`config.mk`:
```
export PLATFORM = sky130hd
export DESIGN_NAME = tpq_dist
export DESIGN_NICKNAME = d
export VERILOG_FILES = /design/src/rtl/core/tpq_pkg.sv /design/src/rtl/core/tpq_dist.sv
export SDC_FILE = /design/constraint.sdc
export NUM_CORES = 2
export LEC_CHECK = 0
export ABC_AREA = 1
export BUFFER_PORTS_ARGS = -buffer_cell sky130_fd_sc_hd__buf_2
export CAP_MARGIN = 10
export CORE_MARGIN = 5
export CORE_UTILIZATION = 50
export CTS_BUF_LIST = sky130_fd_sc_hd__clkbuf_4 sky130_fd_sc_hd__clkbuf_8
export CTS_CLUSTER_DIAMETER = 50
export DETAILED_ROUTE_END_ITERATION = 10
export PLACE_DENSITY = 0.69
export SYNTH_ARGS = -nofsm -noshare
export SYNTH_HDL_FRONTEND = slang
export SYNTH_SLANG_ARGS = --single-unit
```
`constraint.sdc`:
```
create_clock -name clk_i -period 7.74 [get_ports clk_i]
set_clock_uncertainty 0.05 [all_clocks]
set_input_delay 1.548 -clock clk_i [delete_from_list [all_inputs] [get_ports clk_i]]
set_output_delay 1.548 -clock clk_i [all_outputs]
set_load 0.03 [all_outputs]
```
`src/rtl/core/tpq_pkg.sv`:
```
`timescale 1ns / 1ps
// ----------------------------------------------------------------------------
// Trail point queue package
// Shared field widths, item and register codes, register reset values, and the
// status bundle of the distance unit.
// ----------------------------------------------------------------------------
package tpq_pkg;

  localparam int Q_W       = 32;  // Q16.16 coordinates, ages and times
  localparam int COUNT_W   = 6;   // live_count and dropped_count fields
  localparam int INDEX_W   = 5;   // read_index field
  localparam int CFG_IDX_W = 2;
  localparam int CFG_DATA_W = 32;
  localparam int MIN_POINTS = 2;

  // Item kinds.
  localparam logic KIND_TICK = 1'b0;
  localparam logic KIND_READ = 1'b1;

  // Configuration register indexes.
  localparam logic [CFG_IDX_W-1:0] CFG_LIFETIME     = 2'd0;
  localparam logic [CFG_IDX_W-1:0] CFG_MIN_DISTANCE = 2'd1;
  localparam logic [CFG_IDX_W-1:0] CFG_MAX_POINTS   = 2'd2;
  localparam logic [CFG_IDX_W-1:0] CFG_EMIT_ENABLE  = 2'd3;

  // Configuration reset values.
  localparam logic [Q_W-1:0]     LIFETIME_RST     = '0;
  localparam logic [Q_W-1:0]     MIN_DISTANCE_RST = '0;
  localparam logic [COUNT_W-1:0] MAX_POINTS_RST   = 6'd32;
  localparam logic               EMIT_ENABLE_RST  = 1'b1;

  typedef struct packed {
    logic done;  // one-cycle pulse when the comparison is ready
    logic far;   // squared distance is at least the squared minimum
  } dist_status_t;

endpackage

```
`src/rtl/core/tpq_dist.sv`:
```
`timescale 1ns / 1ps
// ----------------------------------------------------------------------------
// Trail point queue distance unit
// Compares the squared distance to the last emitted point with the squared
// minimum distance, one square per cycle through a shared multiplier.
// ----------------------------------------------------------------------------
module tpq_dist import tpq_pkg::*; (
  input  logic                  clk_i,
  input  logic                  rst_ni,
  input  logic                  start_i,
  input  logic signed [Q_W-1:0] pos_x_i,
  input  logic signed [Q_W-1:0] pos_y_i,
  input  logic signed [Q_W-1:0] pos_z_i,
  input  logic signed [Q_W-1:0] last_x_i,
  input  logic signed [Q_W-1:0] last_y_i,
  input  logic signed [Q_W-1:0] last_z_i,
  input  logic        [Q_W-1:0] min_dist_i,
  output dist_status_t          status_o
);

  typedef enum logic [1:0] {
    TERM_X,
    TERM_Y,
    TERM_Z,
    TERM_MIN
  } term_e;

  logic             busy_q;
  term_e            step_q;
  logic [Q_W-1:0]   op_q;
  logic             op_v_q;
  term_e            op_term_q;
  logic [2*Q_W-1:0] prod_q;
  logic             prod_v_q;
  term_e            prod_term_q;
  logic [2*Q_W-1:0] sum_q;
  logic             done_q;
  logic             far_q;
  logic [Q_W-1:0]   op_d;
  logic [2*Q_W:0]   acc;

  // The difference of two signed 32-bit values has a magnitude below 2^32.
  function automatic logic [Q_W-1:0] abs_diff(input logic signed [Q_W-1:0] a,
                                               input logic signed [Q_W-1:0] b);
    logic signed [Q_W:0] d;
    logic signed [Q_W:0] n;
    d = {a[Q_W-1], a} - {b[Q_W-1], b};
    n = -d;
    return d[Q_W] ? n[Q_W-1:0] : d[Q_W-1:0];
  endfunction

  always_comb begin
    unique case (step_q)
      TERM_X:   op_d = abs_diff(pos_x_i, last_x_i);
      TERM_Y:   op_d = abs_diff(pos_y_i, last_y_i);
      TERM_Z:   op_d = abs_diff(pos_z_i, last_z_i);
      TERM_MIN: op_d = min_dist_i;
      default:  op_d = min_dist_i;
    endcase
  end

  assign acc = {1'b0, sum_q} + {1'b0, prod_q};

  always_ff @(posedge clk_i or negedge rst_ni) begin
    if (!rst_ni) begin
      busy_q      <= 1'b0;
      step_q      <= TERM_X;
      op_v_q      <= 1'b0;
      op_term_q   <= TERM_X;
      prod_v_q    <= 1'b0;
      prod_term_q <= TERM_X;
      sum_q       <= '0;
      done_q      <= 1'b0;
      far_q       <= 1'b0;
    end else begin
      done_q   <= 1'b0;
      op_v_q   <= busy_q;
      prod_v_q <= op_v_q;
      if (start_i) begin
        busy_q <= 1'b1;
        step_q <= TERM_X;
        sum_q  <= '0;
      end else if (busy_q) begin
        op_term_q <= step_q;
        if (step_q == TERM_MIN) begin
          busy_q <= 1'b0;
        end else begin
          step_q <= term_e'(step_q + 2'd1);
        end
      end
      if (op_v_q) begin
        prod_term_q <= op_term_q;
      end
      if (prod_v_q) begin
        if (prod_term_q == TERM_MIN) begin
          done_q <= 1'b1;
          far_q  <= (sum_q >= prod_q);
        end else begin
          sum_q <= acc[2*Q_W] ? '1 : acc[2*Q_W-1:0];
        end
      end
    end
  end

  // Operand and product registers carry no reset.
  always_ff @(posedge clk_i) begin
    if (busy_q) begin
      op_q <= op_d;
    end
    if (op_v_q) begin
      prod_q <= op_q * op_q;
    end
  end

  assign status_o = '{done: done_q, far: far_q};

endmodule

```
* Word-level counts from Yosys, hierarchy flattened *
Cells that the tools add are included.

storage, ports and cells
  bits in registers = 171
  input bits = 227
  output and inout port bits = 2
  word-level logic and storage cells = 48

operators by class
  $add $sub $neg = 8
  multipliers = 1
  order comparisons = 1
  equality and inequality tests = 5
  multiplexer cells = 16
  bitwise logic cells = 1
  reductions and logical operators = 5

operators by type and width
  operator             count
  $mux 64              4
  $pmux 32 s4          1
  $sub 32x32->33       3
  $mux 32              3
  $neg 32->32          3
  $add 64x64->65       1
  $ge 64x64->1         1
  $mul 32x32->64       1
  $eq 2x2->1 const B   3
  $mux 2               3
  $reduce_and 2->1     3
  $mux 1               5
  $add 2x1->2 const B  1
  $eq 2x1->1 const B   1
  $logic_not 2->1      1
  $ne 2x2->1 const B   1
  $reduce_bool 2->1    1
  $not 1->1            1

* Depth between registers and ports, before layout *
  depth in word-level cells = 4
  depth in mapped cells = 36
  mapped depth without buffers = 34

* Worst setup path after synthesis *
No wires, ideal clock.

  path type = reg-to-reg
  from = register op_q[14]
  to = register prod_q[63] (data pin)
  library setup time = 0.264 ns
  data arrival time = 7.008 ns
  data required time = 7.426 ns
  setup slack = 0.419 ns
  stages on the path, launching flop included = 30
  path buffers = 2
  period minus slack after synthesis = 7.321 ns
  cell sequence = edfxtp_1 > clkbuf_1 > clkbuf_1 > nand2_1 > fa_1 > inv_1 > fa_1 > inv_1 > fa_1 > fa_1 > inv_1 > fa_1 > inv_1 > fa_1 > inv_1 > fa_1 > fa_1 > ha_1 > nand2_1 > nor2_1 > inv_1 > nor3_1 > nand3_1 > nand3_1 > a21oi_1 > o21ai_0 > nand2_1 > nand2_1 > a31oi_1 > xor2_1

on the way
  cells in the longest elaborated chain, start to end = 1

ends and longest elaborated chain
  what                      line             RTL
  start: declaration        tpq_dist.sv:30   logic [Q_W-1:0] op_q;
  start signal: assignment  tpq_dist.sv:108  op_q <= op_d;
  $mul 32x32->64            tpq_dist.sv:111  prod_q <= op_q * op_q;
  end signal: assignment    tpq_dist.sv:111
  end: declaration          tpq_dist.sv:33   logic [2*Q_W-1:0] prod_q;

No other way between the ends.
A chain may end at the register's enable or synchronous reset.

* Worst setup path in the final report *
  from = register op_q[3]
  to = register prod_q[59] (data pin)

The elaborated chain is that of the path after synthesis.

==> metrics.csv <==
stage;metric;value;unit
run_status;outcome;finished, final reports clean;
setup_path;cp.required;8010;ps
clock_tree;cts_buffers;17;
logic_synthesis;synthTopCellsByCount;inv_1 (2,021), nand2_1 (1,821), fa_1 (795);
logic_synthesis;synthesis.nets;9036;
logic_synthesis;synth_most_common_cell;inv_1;
place;io_buffers;228;
routing;drc;0;
routing;drt-wirelength-per-cell;16.6;um
clock_tree;cts_root_buf;clkbuf_8;
global_routing;antenna_found_initial;3;
place;hpwl;129;mm
logic_synthesis;synthCells;7486;
finish;fin_util;54.1;%
global_routing;gr-total-overflow;0;
global_routing;track_usage;27.2;%
routing;drtIter0Drc;3534;
die;die_w;337;um
routing;wl;151;mm
setup_path;critPathKind;reg2reg;
setup_path;worst_path_most_repeated_cell;fa_1;
finish;final_cell_count_no_fill;9100;
logic_synthesis;postSynthAreaPerCell;7.12;um^2
logic_synthesis;yosysWarnings;0;
logic_synthesis;ys_seq_area_share;8.87;%
die;die_y;337;um
finish;area_growth;7.16;%
sta;hold_viol;0;
sta;slew_viol_final;0;
sta;min_period_over_period;96.0;%
logic_synthesis;synth_enable_flop_cells;95;
sta;worst_pin_slew;1090;ps
die;initial_core_util;50.5;%
sta;relSlewSlack;27.6;%
clock_tree;clock-sinks;170;
run;drv_cap;0;
logic_synthesis;synth.cell_area;0.0533;mm^2
finish;nets;9243;
setup_path;cp_max_fo;32;
place;dp.cells;9038;
die;rows;119;
clock_tree;clkTransAtPathRegs;120;ps
global_routing;grt_max_degree;76;
global_routing;grt_pass1_wl;248;mm
sta;min_period;7430;ps
clock_tree;cts_tree;done;
setup_path;cp_slowest_cell;fa_1;
routing;dr.pass1.iters;8;
finish;drive_gt1_share;6.99;%
logic_synthesis;synth_top_area_share;29.9;%
routing;vias_per_cell;5.15;
worst_hold_path;hold_class;reg2reg;
die;dieArea;0.113;mm^2
setup_path;critPathLaunchType;register;
routing;vias;46900;
die;num_io_pins;229;
logic_synthesis;yosys-top-cells-area;fa_1 (30%), inv_1 (14%), nand2_1 (13%), ha_1 (12%), edfxtp_1 (5.4%);
clock_tree;clockBufferDepth;2;
logic_synthesis;synth-seq-cells;170;
logic_synthesis;ys_types;69;
finish;fill_cells;10300;
logic_synthesis;async_reset_ff_share;44.1;%
sta;setup_viol;0;
setup_path;cp.arrival;7690;ps
global_routing;grt_pass1_vias;48100;
setup_path;max_stage_delay;570;ps
setup_path;crit_path_end_kind;register;
logic_synthesis;yosysTopAreaCell;fa_1;
sta;timing.fmax;135;MHz
routing;ant_nets;0;
clock_tree;clock_latency;570;ps
logic_synthesis;synth_ff_type;edfxtp_1;
die;core_area;0.106;mm^2
place;place.gp.congestion;0.967;
clock_tree;htreeDepth;4;
flip-flops by register name (all words and copies together) (netlist names):
signal       count
busy_q           1
done_q           1
far_q            1
op_q            32
op_term_q        2
op_v_q           1
prod_q          63
prod_term_q      2
prod_v_q         1
step_q           2
sum_q           64
what timing repair did:
action                                 CTS  global route
endpoints found under the hold margin    0             0
setup endpoints to repair                0            23
setup buffers                            0            26
gates resized for setup                  0            21
hold buffers                             0             0
final cells by class:
class	instances	area, um^2	area share (%)
Antenna cell	3	7.51	0.0131
Timing Repair Buffer	345	2270	3.97
Inverter	2049	7690	13.5
Multi-Input combinational cell	5110	40300	70.5
Clock inverter	14	151	0.265
Tap cell	1391	1740	3.05
Sequential cell	170	4730	8.28
Clock buffer	18	241	0.423
placed cells by master, fill, tap and decap left out, types with 12 or more instances in the layout:
master,n
nor2_1,440
o21bai_1,38
nor2_2,21
buf_2,227
dfrtp_1,74
buf_12,17
nand4_1,66
a31oi_1,31
o21a_1,12
nor4_1,12
nand3_1,337
clkbuf_8,17
inv_2,24
nand2_1,1820
o21ai_0,203
a21o_1,22
o21ai_1,27
buf_4,95
nand2_2,38
or2_2,13
edfxtp_1,95
fa_1,795
ha_1,526
xor2_1,129
nor3_1,69
inv_1,2021
a21oi_1,318
xnor2_1,47
worst paths after layout:
path	start	endpoint	slack, ps	cells after the start
worst min register to register	busy_q	op_v_q	370	0
worst max register to register	op_q[3]	prod_q[59]	310	30
worst min-delay path	busy_q	op_v_q	370	0
worst max-delay path	op_q[3]	prod_q[59]	310	30
min in group asynchronous	rst_ni	sum_q[5]	1080	1
max in group asynchronous	rst_ni	sum_q[43]	5800	1
critical path, delay by kind of cell (launching register included):
family          cells  cell delay, ps
compound gates      3             490
xor+xnor            2             260
fa+ha+maj           9            4140
buf+inv             6             500
flops               1             390
simple gates       10            1330
routing by layer:
metal | routed length, um | track usage [%]
met3 | 10400 | 3.66
met5 | 0 | 0
met2 | 70100 | 45.6
met4 | 3590 | 5.79
met1 | 67100 | 37.9
kinds of logic after synthesis:
group,Yosys count,share of synthesized area [%]
adder cells (fa/ha/maj),1323,42.2
multiplexers,3,0.0634
XOR/XNOR,180,3.01
AO/OA/AOI/OAI,728,7.67
flip-flops,170,8.87
AND/OR/NAND/NOR,2876,22.5
buffers and inverters,2206,15.7
per-stage QoR:
step / hold WS [ps] / setup slack (ps) / TNS [ps] / cell area, um^2
5_1_grt: 402 / -77.5 / -340 / 57100
2_1_floorplan: 398 / 419 / 0 / 53300
4_1_cts: 372 / 82.2 / 0 / 56800
3_3_place_gp: 335 / 235 / 0 / 56400
6_report: 368 / 312 / 0 / 57100
3_5_place_dp: 342 / 101 / 0 / 56400
Power is left out: the tool's default activity adds up to more than one toggle a clock period on the data nets, which glitch-free logic cannot reach.
