==> config.mk <==
export PLATFORM = sky130hd
export DESIGN_NAME = tpq_ram
export DESIGN_NICKNAME = d
export VERILOG_FILES = /design/src/rtl/core/tpq_ram.sv
export SDC_FILE = /design/constraint.sdc
export NUM_CORES = 1
export LEC_CHECK = 0
export BUFFER_PORTS_ARGS = -buffer_cell sky130_fd_sc_hd__buf_4
export CORE_MARGIN = 1.5
export CORE_UTILIZATION = 53
export CTS_CLUSTER_DIAMETER = 200
export CTS_CLUSTER_SIZE = 25
export DETAILED_ROUTE_END_ITERATION = 6
export MAX_ROUTING_LAYER = met4
export PLACE_DENSITY_LB_ADDON = 0.1
export SYNTH_ARGS = -nofsm -noshare
export SYNTH_HDL_FRONTEND = slang
export SYNTH_SLANG_ARGS = --single-unit
==> constraint.sdc <==
create_clock -name clk_i -period 3 [get_ports clk_i]
set_clock_uncertainty 0.15 [all_clocks]
set_input_delay 0.15 -clock clk_i [delete_from_list [all_inputs] [get_ports clk_i]]
set_output_delay 0.15 -clock clk_i [all_outputs]
set_load 0.05 [all_outputs]
==> src/rtl/core/tpq_ram.sv <==
`timescale 1ns / 1ps
// ----------------------------------------------------------------------------
// Trail point queue RAM
// Simple dual-port memory: one write port, one read port with registered data.
// ----------------------------------------------------------------------------
module tpq_ram #(
  parameter int WIDTH = 32,
  parameter int DEPTH = 32
) (
  input  logic                     clk_i,
  input  logic                     we_i,
  input  logic [$clog2(DEPTH)-1:0] waddr_i,
  input  logic [WIDTH-1:0]         wdata_i,
  input  logic                     re_i,
  input  logic [$clog2(DEPTH)-1:0] raddr_i,
  output logic [WIDTH-1:0]         rdata_o
);

  logic [WIDTH-1:0] mem_q [DEPTH];
  logic [WIDTH-1:0] rdata_q;

  always_ff @(posedge clk_i) begin
    if (we_i) begin
      mem_q[waddr_i] <= wdata_i;
    end
    if (re_i) begin
      rdata_q <= mem_q[raddr_i];
    end
  end

  assign rdata_o = rdata_q;

endmodule

### Word-level counts from Yosys, hierarchy flattened

Memories as Yosys holds them, arrays and structs flattened. A register that Yosys moved wholly into a read port is not among the register bits.
Index checks and enable logic that the tools add are counted.

| word-level totals | value |
|---|---|
| flip-flop bits (word level) | 0 |
| memory bits (writable) | 1024 |
| input port bits | 45 |
| output and inout port bits | 32 |
| logic and storage cells | 3 |
| memories | 1 |

Memories:

| name | words | width | read ports | clocked after memory_dff | wr ports | line | RTL |
|---|---|---|---|---|---|---|---|
| mem_q | 32 | 32 | 1 | 1 | 1 | 19 | `logic [WIDTH-1:0] mem_q [DEPTH];` |

| cells by class | value |
|---|---|
| multiplexer cells | 2 |

Operators by type and width:

| operator | count |
|---|---|
| two-way mux 1 bit | 2 |

### Depth between registers and ports, before layout

Gate-level depths: netlist of run 1.

| depth | value |
|---|---|
| word-level depth | 2 |
| mapped depth | 8 |
| gate-level depth less buffers | 5 |

### Least setup slack after synthesis of run 1

Ideal clock, no wire load.

| timing path | value |
|---|---|
| path type | in2reg |
| start | input waddr_i[1] |
| end | memory mem_q[12][0] (enable) |
| setup time | 0.421 ns |
| arrival time | 2.163 ns |
| path slack | 0.266 ns |
| stages | 3 |
| path through | or3b_2 clkbuf_1 nor2_1 |

RTL lines:

| item | line | RTL |
|---|---|---|
| start, declared | 12 | `input logic [$clog2(DEPTH)-1:0] waddr_i,` |
| end, declared | 19 |  |

No word-level cell before the write port.

### Final worst setup path of run 1

| timing path | value |
|---|---|
| start | register rdata_q[6] (netlist: rdata_o[6]), read port of mem_q |
| end | output rdata_o[6] |

RTL lines:

| item | line | RTL |
|---|---|---|
| start, declared | 20 | `logic [WIDTH-1:0] rdata_q;` |
| end, declared | 16 | `output logic [WIDTH-1:0] rdata_o` |

No word-level cell between the ends.

==> impl_metrics.csv, run 1 <==
group,metric,value,unit
outcome,status,"complete, no violations",
placement,hpwl,56600,µm
placement,dp.cells,3349,
die,die_h,280,µm
cells_and_area,drive_gt1_share,11.7,%
die,row_count,101,
grt,grt_pass1_wl,144000,µm
power,power.leakage,15.5,nW
clocking,cts_htree_levels,2,
clocking,clock-sinks,1056,
power,cellPowerDensity,566,nW/µm²
detailed_routing,dr.pass1.iters,5,
timing,drv_slew,0,
worst_setup_path,reg2reg_setup_slack,1.32,ns
worst_setup_path,cp.arrival,1.46,ns
detailed_routing,drc_errors,0,
timing,period_share,58.6,%
worst_setup_path,crit_buf_inv,1,
synth,syn-num-nets,2305,
clocking,clk_path_buf_depth,3,
synth,synth_edf_count,1056,
clocking,cts_buffers,48,
worst_setup_path,worstPathRequired,2.70,ns
timing,setup_violations,0,
clocking,clock_latency,0.64,ns
synth,ys.flop_type,"edfxtp_1",
flow_run,max_cap_viol_count,0,
synth,synthCells,2260,
grt,gr-total-overflow,0,
die,core,76100,µm²
die,ioPinCount,77,
cells_and_area,layout_common_cells,"edfxtp_1, mux2i_1, buf_4, nand3_1, nand2_1",
timing,period_needed,1.76,ns
die,start_util,53.6,%
worst_setup_path,crit_slowest_cell,"edfxtp_1",
synth,netlist_area,40800,µm²
synth,synth_warnings,0,
grt,antenna_found_initial,4,
clocking,tritoncts,"yes",
die,die_w,280,µm
timing,setup_slack,1.24,ns
grt,grt_max_degree,78,
placement,pre_cts_ws,0.685,ns
grt,grt_util_all_layers,26.7,%
cells_and_area,syn2layout_area_growth,10.7,%
clocking,cts_resized,0,
detailed_routing,wire_per_inst,29.6,µm
detailed_routing,first_iter_violations,2378,
cells_and_area,mostFrequentLayoutCell,"edfxtp_1",
cells_and_area,fin_cells,3438,
timing,tightest_slew,0.811,ns
synth,ys_seq_area_share,77.7,%
synth,synth_seq_cells,1056,
worst_setup_path,path_cells,"buf_4",
grt,grt_pass1_vias,20600,
placement,io_buffers,76,
timing,hold_viol,0,
timing,clock.fmax,0.569,GHz
power,ir_drop,0.362,mV
worst_setup_path,cp_top_family,"flip-flops",
timing,rsz0062_at_grt,"no",
worst_setup_path,worstSetupEndpointType,"output pin",
worst_setup_path,start_kind,"flip-flop",
detailed_routing,vias,21100,
timing,fin_setup_tns,0,ns
clocking,clk_pin_slew,0.10,ns
worst_setup_path,critPathMaxStageDelay,0.55,ns
synth,synth-async-reset-ratio,0,%
timing,slew-limit-headroom,45.9,%
power,power,25.6,mW
synth,netlist-cell-type-count,24,
detailed_routing,via_per_inst,6.13,
timing,worst_hold_slack,0.0475,ns
clocking,cts_root_buf,"clkbuf_16",
placement,gp_congestion,0.789,
worst_setup_path,cp_max_fo,2,
synth,syn_avg_cell_area,18.1,µm²
detailed_routing,wirelength,102000,µm
detailed_routing,ant_nets,0,
worst_setup_path,criticalPathCategory,"flip-flop to output pin",
die,fp.dieArea,78700,µm²
hold_path,hp-class,"input port to flip-flop",
cells_and_area,nets,2447,
==> layer usage <==
layer	part of all wire [%]	wire length [µm]	global-route usage (%)	up-vias
met2	49	49400	42.5	697
met4	2.2	2250	6.08	0
li1	-	-	-	9212
met3	6.4	6550	4.10	125
met1	43	43500	36.6	11000
met5	0	0	-	-
==> state kept, by name, summed over array words and instances (netlist names) <==
register  count
mem_q      1024
rdata_o      32
==> cells in the mapped netlist, types with 2 or more instances <==
library cell / instances / area (µm²)
edfxtp_1: 1056 / 31700
mux2i_1: 512 / 5120
nand2_1: 98 / 368
nand3_1: 98 / 490
a21oi_1: 96 / 480
a22oi_1: 96 / 721
a22o_1: 64 / 561
clkbuf_1: 46 / 173
nor2_1: 34 / 128
buf_4: 33 / 248
a31oi_1: 32 / 200
nor3_1: 32 / 160
buf_2: 26 / 130
buf_6: 15 / 169
buf_1: 5 / 18.8
nand3b_1: 5 / 37.5
or3b_2: 3 / 26.3
clkbuf_4: 2 / 15.0
nand2b_1: 2 / 12.5
==> per-stage QoR <==
| step | util, % | instance area, µm² |
|---|---|---|
| after detailed placement | 57.3 | 43600 |
| final | 59.4 | 45200 |
| after global routing | 59.4 | 45200 |
| after CTS | 59.4 | 45200 |
| after floorplan | - | 40800 |
| after global placement | 57.3 | 43600 |
==> report_power, final <==
| part | leakage (nW) | total (mW) | switching (mW) | internal [mW] |
|---|---|---|---|---|
| registers | 9.54 | 16.5 | 0.0809 | 16.4 |
| clock network | 0.623 | 7.26 | 4.31 | 2.96 |
| logic | 5.32 | 1.79 | 1.18 | 0.607 |
==> area by class of cell <==
| type | instances | area, µm² |
|---|---|---|
| flip-flops and latches | 1056 | 31700 |
| fillers | 5640 | 30900 |
| multi-input cells | 1077 | 8610 |
| repair buffers | 219 | 2280 |
| well taps | 1030 | 1290 |
| clock buffers | 49 | 1230 |
| clock inverters | 3 | 37.5 |
| diodes | 4 | 10.0 |
==> path summary, 6_finish.rpt <==
path                                     to    startpoint  cells past startpoint
worst max-delay path             rdata_o[6]    rdata_o[6]                      1
worst min-delay path            rdata_o[17]    raddr_i[0]                      5
worst max register to register  rdata_o[14]  mem_q[1][14]                      5
worst min register to register   rdata_o[3]  mem_q[26][3]                      4
==> cell families (layout without fill, tap and decap cells) <==
group / count (synthesis) / in the layout / synth area share, %
AND/OR/NAND/NOR: 277 / 277 / 3.08
other: 0 / 4 / 0
AO/OA/AOI/OAI: 288 / 288 / 4.81
multiplexers: 512 / 512 / 12.6
buffers and inverters: 127 / 271 / 1.85
flip-flops: 1056 / 1056 / 77.7
==> what timing repair did <==
item                                    CTS  global route
hold buffers                             33             0
buffers inserted                          0             0
endpoints found under the hold margin  1040             0
(Power assumes the default switching activity.)
==> inputs of run 2 (changes only) <==
clock period = 1.8 ns   (was 3 ns; I/O delays follow)
==> impl_metrics.csv, run 2 (same netlist as run 1, synthesis figures left out) <==
group,metric,value,unit
detailed_routing,wire_per_inst,28.2,µm
cells_and_area,mostFrequentLayoutCell,"edfxtp_1",
power,swShare,21.5,%
timing,hold_viol,0,
worst_setup_path,cp_max_fo,1,
cells_and_area,nets,2570,
detailed_routing,vias,21500,
grt,grt_util_all_layers,26.6,%
timing,slew-limit-headroom,69.6,%
worst_setup_path,path_cells,"mux2i_1 -> a22o_1 -> nor3_1 -> a31oi_1 -> buf_4 -> nand3_1",
flow_run,max_cap_viol_count,0,
die,start_util,53.6,%
cells_and_area,largest_register_ffs,1024,
worst_setup_path,criticalPathCategory,"flip-flop to flip-flop",
worst_setup_path,regToRegEndpoint,"rdata_o[18]",
die,row_count,101,
worst_setup_path,r2r-start,"mem_q[6][18]",
worst_setup_path,start_kind,"flip-flop",
clocking,tritoncts,"yes",
worst_setup_path,worstSetupEndpointType,"flip-flop",
timing,tightest_slew,0.455,ns
power,ir_drop,0.657,mV
clocking,cts_root_buf,"clkbuf_16",
detailed_routing,wirelength,101000,µm
grt,grt_max_degree,42,
worst_setup_path,worstPathRequired,1.99,ns
die,core,76100,µm²
cells_and_area,regMostFlops,"mem_q",
power,cellPowerDensity,912,nW/µm²
cells_and_area,postLayoutCellArea,46900,µm²
hold_path,hp-class,"input port to flip-flop",
grt,grt_pass1_wl,145000,µm
worst_setup_path,cp.arrival,1.87,ns
power,p_comb_share,7.6,%
clocking,cts_buffers,48,
power,clkPwrFrac,28.0,%
cells_and_area,syn2layout_area_growth,14.9,%
power,power.leakage,16.3,nW
placement,gp_congestion,0.792,
clocking,clock-sinks,1056,
power,power,42.8,mW
placement,placed_cell_area,45300,µm²
timing,clock.fmax,0.595,GHz
timing,drv_slew,0,
die,die_h,280,µm
worst_setup_path,reg2reg_depth,6,
cells_and_area,n_fill_cell,5482,
power,switching_power,9.19,mW
clocking,clk_pin_slew,0.11,ns
hold_path,whs_path_depth,6,
timing,setup_violations,0,
grt,grt_pass1_vias,21300,
power,p_int,33.6,mW
clocking,clock_latency,0.64,ns
clocking,clk_path_buf_depth,3,
power,seq_power_share,64.4,%
placement,io_buffers,76,
grt,antenna_found_initial,3,
worst_setup_path,crit_slowest_cell,"edfxtp_1",
die,ioPinCount,77,
cells_and_area,drive_gt1_share,16.1,%
detailed_routing,ant_nets,0,
detailed_routing,first_iter_violations,2165,
worst_setup_path,critPathMaxStageDelay,0.37,ns
die,fp.dieArea,78700,µm²
grt,gr-total-overflow,0,
clocking,cts_htree_levels,2,
outcome,status,"complete, no violations",
hold_path,min_from,"raddr_i[2]",
detailed_routing,via_per_inst,6.05,
timing,period_share,93.4,%
placement,hpwl,60900,µm
cells_and_area,layout_common_cells,"edfxtp_1, mux2i_1, buf_4, buf_12, nand3_1",
worst_setup_path,reg2reg_setup_slack,0.12,ns
timing,period_needed,1.68,ns
die,die_w,280,µm
timing,rsz0062_at_grt,"no",
detailed_routing,dr.pass1.iters,5,
detailed_routing,drc_errors,0,
clocking,cts_setup_buffers,0,
hold_path,min_to,"rdata_o[10]",
-- run 2: worst max-delay path by stage --
stage,from,endpoint,slack (ns)
after floorplan,waddr_i[3],mem_q[17][0],-0.28
after global placement,raddr_i[0],rdata_o[9],-0.23
after detailed placement,raddr_i[0],rdata_o[9],-0.27
after CTS,mem_q[5][4],rdata_o[4],0.006
after global routing,mem_q[0][15],rdata_o[15],0.02
final,mem_q[6][18],rdata_o[18],0.12
-- run 2: layer usage --
metal,routed length (µm),GRT usage [%],vias to the layer above
li1,-,-,9457
met1,45000,37.9,11300
met2,48100,41.6,645
met3,5040,2.66,124
met4,2450,6.57,0
met5,0,-,-
-- run 2: worst max-delay path: cells and delay by family, from the launching register on --
family / cells / cell delay [ns]
multiplexers: 1 / 0.13
AO/OA/AOI/OAI: 2 / 0.41
AND/OR/NAND/NOR: 2 / 0.18
flip-flops: 1 / 0.37
buffers and inverters: 1 / 0.15
-- run 2: area by class of cell --
class                   count  area, µm²  share of cell area [%]
clock buffers              49       1230                    2.62
repair buffers            342       3990                    8.50
flip-flops and latches   1056      31700                    67.6
multi-input cells        1077       8620                    18.4
well taps                1030       1290                    2.75
clock inverters             3       37.5                  0.0801
diodes                      4       10.0                  0.0213
-- run 2: power groups by stage --
stage	Combinational (mW)	Clock, mW	Sequential, mW
5_1_grt	3.46	13.0	27.6
3_5_place_dp	3.20	0	28.1
4_1_cts	3.27	12.2	27.5
2_1_floorplan	1.44	0	28.3
3_3_place_gp	3.15	0	28.1
6_report	3.26	12.0	27.5
-- run 2: timing repair --
| action | 4_1_cts | 5_1_grt |
|---|---|---|
| hold buffers | 34 | 0 |
| setup endpoints to repair | 0 | 2 |
| resized for setup | 0 | 3 |
| hold endpoints to repair | 1057 | 0 |
-- run 2: per-stage QoR --
| step | setup TNS (ns) | utilization [%] | setup slack, ns | hold WS (ns) | cells |
|---|---|---|---|---|---|
| finish | 0 | 61.6 | 0.118 | 0.0374 | 3561 |
| global route | 0 | 61.6 | 0.0204 | 0.0402 | 3560 |
| CTS | 0 | 61.6 | 0.00621 | 0.0101 | 3557 |
| detailed placement | -2.33 | 59.5 | -0.267 | 0.358 | 3471 |
| global placement | -2.03 | 59.5 | -0.228 | 0.345 | 3471 |
| floorplan | -138.13 | - | -0.278 | 0.0389 | 2260 |
